$ cat src/hdl/i8gemm_pkg.sv
package i8gemm_pkg;

    // Largest tile edge that one step word can carry.
    localparam int unsigned MAX_DIM = 8;

    // Width of one operand byte and of one accumulated sum.
    localparam int unsigned OPND_W = 8;
    localparam int unsigned PROD_W = 16;
    localparam int unsigned SUM_W  = 32;
    localparam int unsigned IDX_W  = 3;

    // One k-step: a column of A and a row of B, byte 0 in the low bits.
    typedef struct packed {
        logic [MAX_DIM*OPND_W-1:0] a_column;
        logic [MAX_DIM*OPND_W-1:0] b_row;
        logic                      last_step;
    } step_word_t;

    // One tile element on its way out.
    typedef struct packed {
        logic signed [SUM_W-1:0] sum_value;
        logic [IDX_W-1:0]        row_index;
        logic [IDX_W-1:0]        col_index;
        logic                    tile_done;
    } sum_word_t;

    // Status of the drain stage as seen by the lanes and the input side.
    typedef struct packed {
        logic busy;
        logic clear_tile;
    } drain_status_t;

endpackage

$ cat src/hdl/i8gemm_mac_lane.sv
module i8gemm_mac_lane (
    input  logic                                 clk,
    input  logic                                 rst_n,
    input  logic signed [i8gemm_pkg::OPND_W-1:0] a_byte,
    input  logic signed [i8gemm_pkg::OPND_W-1:0] b_byte,
    input  logic                                 acc_en,
    input  logic                                 clear,
    output logic [i8gemm_pkg::SUM_W-1:0]         sum
);

    logic signed [i8gemm_pkg::PROD_W-1:0] prod;
    logic [i8gemm_pkg::SUM_W-1:0]         prod_ext;
    logic [i8gemm_pkg::SUM_W-1:0]         base;
    logic [i8gemm_pkg::SUM_W-1:0]         acc_reg;
    logic [i8gemm_pkg::SUM_W-1:0]         acc_next;

    // Signed 8x8 product, sign-extended to the accumulator width.
    assign prod     = a_byte * b_byte;
    assign prod_ext = i8gemm_pkg::SUM_W'(prod);

    // Clearing drops the old sum; the add wraps modulo 2^32.
    assign base     = clear ? '0 : acc_reg;
    assign acc_next = base + (acc_en ? prod_ext : '0);

    always_ff @(posedge clk or negedge rst_n)
    begin
        if (!rst_n)
        begin
            acc_reg <= '0;
        end
        else if (acc_en || clear)
        begin
            acc_reg <= acc_next;
        end
    end

    assign sum = acc_reg;

endmodule

$ cat config.mk
export PLATFORM = sky130hd
export DESIGN_NAME = i8gemm_mac_lane
export DESIGN_NICKNAME = d
export VERILOG_FILES = /design/src/hdl/i8gemm_pkg.sv /design/src/hdl/i8gemm_mac_lane.sv
export SDC_FILE = /design/constraint.sdc
export NUM_CORES = 1
export LEC_CHECK = 0
export BUFFER_PORTS_ARGS = -buffer_cell sky130_fd_sc_hd__buf_2
export CORE_ASPECT_RATIO = 1.4
export CORE_MARGIN = 5
export CORE_UTILIZATION = 55
export DETAILED_ROUTE_END_ITERATION = 16
export HOLD_SLACK_MARGIN = 0.15
export PLACE_DENSITY = 0.77
export SLEW_MARGIN = 20
export SYNTH_ARGS = -nofsm -noshare
export SYNTH_HDL_FRONTEND = slang
export SYNTH_SLANG_ARGS = --single-unit
$ cat constraint.sdc
create_clock -name clk -period 3.6 [get_ports clk]
set_input_delay 0.72 -clock clk [delete_from_list [all_inputs] [get_ports clk]]
set_output_delay 0.72 -clock clk [all_outputs]
set_load 0.02 [all_outputs]
==> Yosys cells after proc, flatten, opt, wreduce, memory -nomap -nowiden <==
Index checks and enable logic that the tools add are counted.
{ "word_totals": {"register_bits": 32, "out_inout_bits": 32, "elab_cells": 6} }
{ "op_classes": {"add_sub_neg": 1, "mul": 1, "mux": 2, "n_reduce_logical": 1} }
{ "op_table": {"columns": ["cell", "count"], "rows": [
  ["32-bit two-way mux", 2],
  ["32-bit adder", 1],
  ["8-bit by 8-bit multiplier with 16-bit output", 1],
  ["1-bit logical OR", 1]
]} }

==> Depth between registers and ports, before layout <==
{ "logic_depth": {"word_depth": 3, "depth_mapped": 29, "mapped_depth_nobuf": 29} }

==> Worst setup path before layout <==
Ideal clock, no wire load.
{ "synth_timing": {"path_type": "in2reg", "startpoint": "in b_byte[4] (netlist bit)", "endpoint": "reg acc_reg, in the netlist sum[31]", "setup_time_ns": 0.080, "arrival_time_ns": 7.094, "t_required_ns": 3.520, "setup_slack_ns": -3.574, "path_stages": 28, "path_buffers": 0, "path_cell_list": "and2_1 > fa_1 > inv_1 > fa_1 > inv_1 > fa_1 > inv_1 > fa_1 > inv_1 > ha_1 > o21a_1 > a21o_1 > a31o_2 > a41oi_1 > a21oi_1 > xnor2_1 > nand2b_1 > inv_1 > ha_1 > and4_1 > and2_1 > nand2_1 > o221a_2 > o21ai_2 > a222oi_1 > a21oi_1 > a311o_1 > o211ai_2"} }
{ "synth_via": {"elab_chain_len": 3} }
{ "synth_lines": {"columns": ["item", "line_no", "rtl"], "rows": [
  ["start: declaration", "i8gemm_mac_lane.sv:5", "input logic signed [i8gemm_pkg::OPND_W-1:0] b_byte,"],
  ["8-bit by 8-bit multiplier with 16-bit output", "i8gemm_mac_lane.sv:18", "assign prod = a_byte * b_byte;"],
  ["32-bit two-way mux", "i8gemm_mac_lane.sv:23", "assign acc_next = base + (acc_en ? prod_ext : '0);"],
  ["32-bit adder", "i8gemm_mac_lane.sv:23", null],
  ["end signal: assignment", "i8gemm_mac_lane.sv:33", "acc_reg <= acc_next;"],
  ["end: declaration", "i8gemm_mac_lane.sv:14", "logic [i8gemm_pkg::SUM_W-1:0] acc_reg;"]
]} }
No other way between the ends.
A chain may end at the register's enable or synchronous reset.

==> Worst setup path in the final report <==
{ "layout_timing": {"startpoint": "in b_byte[0] (netlist bit)", "endpoint": "reg acc_reg, in the netlist sum[31]"} }
Same word-level chain as after synthesis.

==> impl_metrics.py <==
metrics = {
    "global_routing": {
        "met1_usage_pct": 27.80,
        "antenna_found_initial": 0,
        "grt_max_degree": 62,
        "grt_pass1_wl_um": 28530,
        "grt_util_met3_pct": 4.152,
        "grt.total_usage_pct": 28.86,
        "gr-total-overflow": 0,
        "grtUsageMet2_pct": 55.20,
        "grt-busiest-layer": "met2",
        "grt_pass1_vias": 6362,
    },
    "worst_setup_path": {
        "cpMaxStageDelayCell": "fa_1",
        "path_delay_family": "adder cells",
        "crit_fanout": 8,
        "r2r-start": "sum[0]$_DFFE_PN0P_",
        "crit_path_start_kind": "input port",
        "rr_worst_depth": 14,
        "cpPeakStageDelay_ps": 560,
        "worstSetupPathType": "in -> reg",
        "cp-end-kind": "flip-flop",
        "cpMostUsedCell": "fa_1",
        "cp_num_buf_inv": 8,
        "r2r-end": "sum[22]$_DFFE_PN0P_",
        "r2r_slack_ps": 360,
        "cp.required_ps": 3810,
        "worstPathArrival_ps": 7070,
    },
    "flow_run": {
        "drv_cap": 0,
    },
    "die": {
        "io-pin-count": 52,
        "chipWidth_um": 95.57,
        "start_util_pct": 56.64,
        "dieArea_um2": 12400,
        "fp-row-count": 43,
        "die_y_um": 129.8,
        "core_area_um2": 9953,
    },
    "min_path": {
        "holdCritStartpoint": "sum[27]$_DFFE_PN0P_",
        "min_to": "sum[27]$_DFFE_PN0P_",
        "whs_path_depth": 2,
        "worst_hold_path_type": "reg -> reg",
    },
    "drt": {
        "firstDrtPassIters": 7,
        "drc": 0,
        "wl_um": 21040,
        "drt_iter0_drc": 407,
        "via_per_inst": 6.029,
        "postRouteAntennaNets": 0,
        "vias": 6174,
        "wire_per_inst_um": 20.54,
    },
    "timing": {
        "tightest_slew_ps": 797.6,
        "slew_headroom_pct": 46.83,
        "worst_slack_ps": -3256,
        "hold_slack_ps": 497.7,
        "max_freq_mhz": 145.9,
        "hold_violations": 0,
        "finalCritPeriodShare_pct": 190.4,
        "fin_skew_ps": 7.356,
        "fin_crit_ps": 6856,
        "setup_viol": 28,
        "rsz0062_at_grt": "true",
        "drv_slew": 0,
    },
    "finish": {
        "area_delta_synth_final_pct": 50.67,
        "layout-drive-gt1-share_pct": 42.34,
        "fin_util_pct": 85.34,
        "instances_no_fill": 1024,
        "fin_nets": 1024,
        "largest_reg_flops": 32,
        "nFillCells": 476,
    },
    "logic_synthesis": {
        "synth.distinct_cells": 63,
        "synth_nets": 806,
        "ys.flop_type": "dfrtp_1",
        "avgSynthCellArea_um2": 8.415,
        "synth_warnings": 0,
        "async_flop_share_pct": 100.0,
        "synthCells": 670,
        "synth-seq-cells": 32,
        "syn_area_um2": 5638,
        "yosysSeqAreaShare_pct": 14.20,
        "synth_edf_count": 0,
    },
    "outcome": {
        "violations": "negative setup slack",
        "status": "finished, violations left",
    },
    "clock_tree": {
        "numCtsBuffers": 5,
        "cts_sinks": 32,
        "clk_pin_slew_ps": 60,
        "cts_max_path_buffers": 2,
        "clock-root-buffer": "clkbuf_16",
        "clk_latency_ps": 290,
        "cts_tree": "built",
        "htree_levels": 2,
        "ctsHoldBuffers": 0,
    },
    "placed_design": {
        "hpwl_um": 12530,
        "dp.cells": 985,
        "dp_slack_ps": -3365,
        "portBuffers": 51,
        "place_congestion": 0.9392,
    },
}
[cell type report]
cell class / count / area [um2] / area share [%]
Clock buffer: 7 / 152.6 / 1.797
Tap cell: 135 / 168.9 / 1.989
Sequential cell: 32 / 800.8 / 9.427
Antenna cell: 1 / 2.502 / 0.02946
Multi-Input combinational cell: 518 / 5186 / 61.05
Timing Repair Buffer: 227 / 1789 / 21.06
Inverter: 104 / 394.1 / 4.640
[placed cells by master (no fill, tap or decap), types with 4 or more instances in the layout]
master       n
o21ai_2      8
o21bai_1     4
nor2_1      17
and3_1       5
nor3_1       7
and2_4      12
xnor2_2      6
a211oi_1     4
a21oi_1     18
buf_4      146
o21ai_1     19
ha_4        24
and2_1      37
fa_1        54
o21a_1       6
nor3b_1      6
ha_1        33
xor2_1      13
nand2b_1     7
buf_2       39
a21oi_2     13
a211oi_2     5
dfrtp_1     32
xnor2_1     14
buf_6       36
inv_1       91
nand3_1      7
a21oi_4      6
clkbuf_16    5
inv_2       12
mux2_2       4
o21ai_0      6
nor2b_1     38
a21o_1      18
nand2_1     54
nand2_2      4
[synth_stat cells, drive strengths merged (6+ instances only)]
cell	number	area, um2
nor2b	38	237.7
nor3b	6	45.04
and2	49	306.5
nand3	8	40.04
a21oi	37	185.2
inv	104	390.4
fa	56	1121
dfrtp	32	800.8
a21o	18	135.1
clkbuf	15	56.30
nand2	58	217.7
a211oi	9	67.56
ha	60	750.7
xnor2	20	175.2
nor2	20	75.07
xor2	14	122.6
o21ai	34	173.9
o21a	7	52.55
nand2b	9	56.30
nor3	9	45.04
[how the worst max path moves through the flow]
stage	startpoint	to	slack, ps	cells past startpoint
after floorplan	b_byte[2]	sum[31]$_DFFE_PN0P_	-3250	28
after global placement	a_byte[5]	sum[28]$_DFFE_PN0P_	-3140	30
after detailed placement	a_byte[5]	sum[31]$_DFFE_PN0P_	-3370	32
after CTS	b_byte[2]	sum[28]$_DFFE_PN0P_	-2940	30
after global routing	a_byte[0]	sum[31]$_DFFE_PN0P_	-3490	32
final	b_byte[0]	sum[31]$_DFFE_PN0P_	-3260	31
[timing repair]
item / 4_1_cts / 5_1_grt
gates resized for setup: 94 / 91
cloned: 0 / 0
buffers inserted: 18 / 25
endpoints found under the setup margin: 28 / 28
pin swaps: 32 / 69
[stage by stage]
stage               area [um2]  setup TNS (ps)
global route              8492          -71620
CTS                       8006          -59770
global placement          7373          -66600
finish                    8494          -66990
detailed placement        7373          -70700
floorplan                 5906          -58920
[logic make-up (layout without fill, tap and decap cells)]
logic type	Yosys count	after routing	synth area share [%]
DFF	32	32	14.20
AOI/OAI and AO/OA	148	148	17.89
buffers and inverters	120	338	8.122
xor gates and xnor gates	34	34	5.282
adders and majority gates	116	116	33.20
other	0	1	0
and+or+nand+nor	215	215	20.33
muxes	5	5	0.9764
[layer usage]
layer | routed length (um) | share of wire, %
met5 | 0 | 0
met2 | 11060 | 53
met3 | 1164 | 5.5
met4 | 1735 | 8.2
met1 | 7078 | 34
[worst min-delay path, cell delays in order, from the launching register on]
cell,delay (ps)
dfrtp_1,350
nand2_1,50
o21ai_1,60
Power is not shown: default switching activity piles up to over one toggle a cycle in this logic, so the estimate is an artifact.
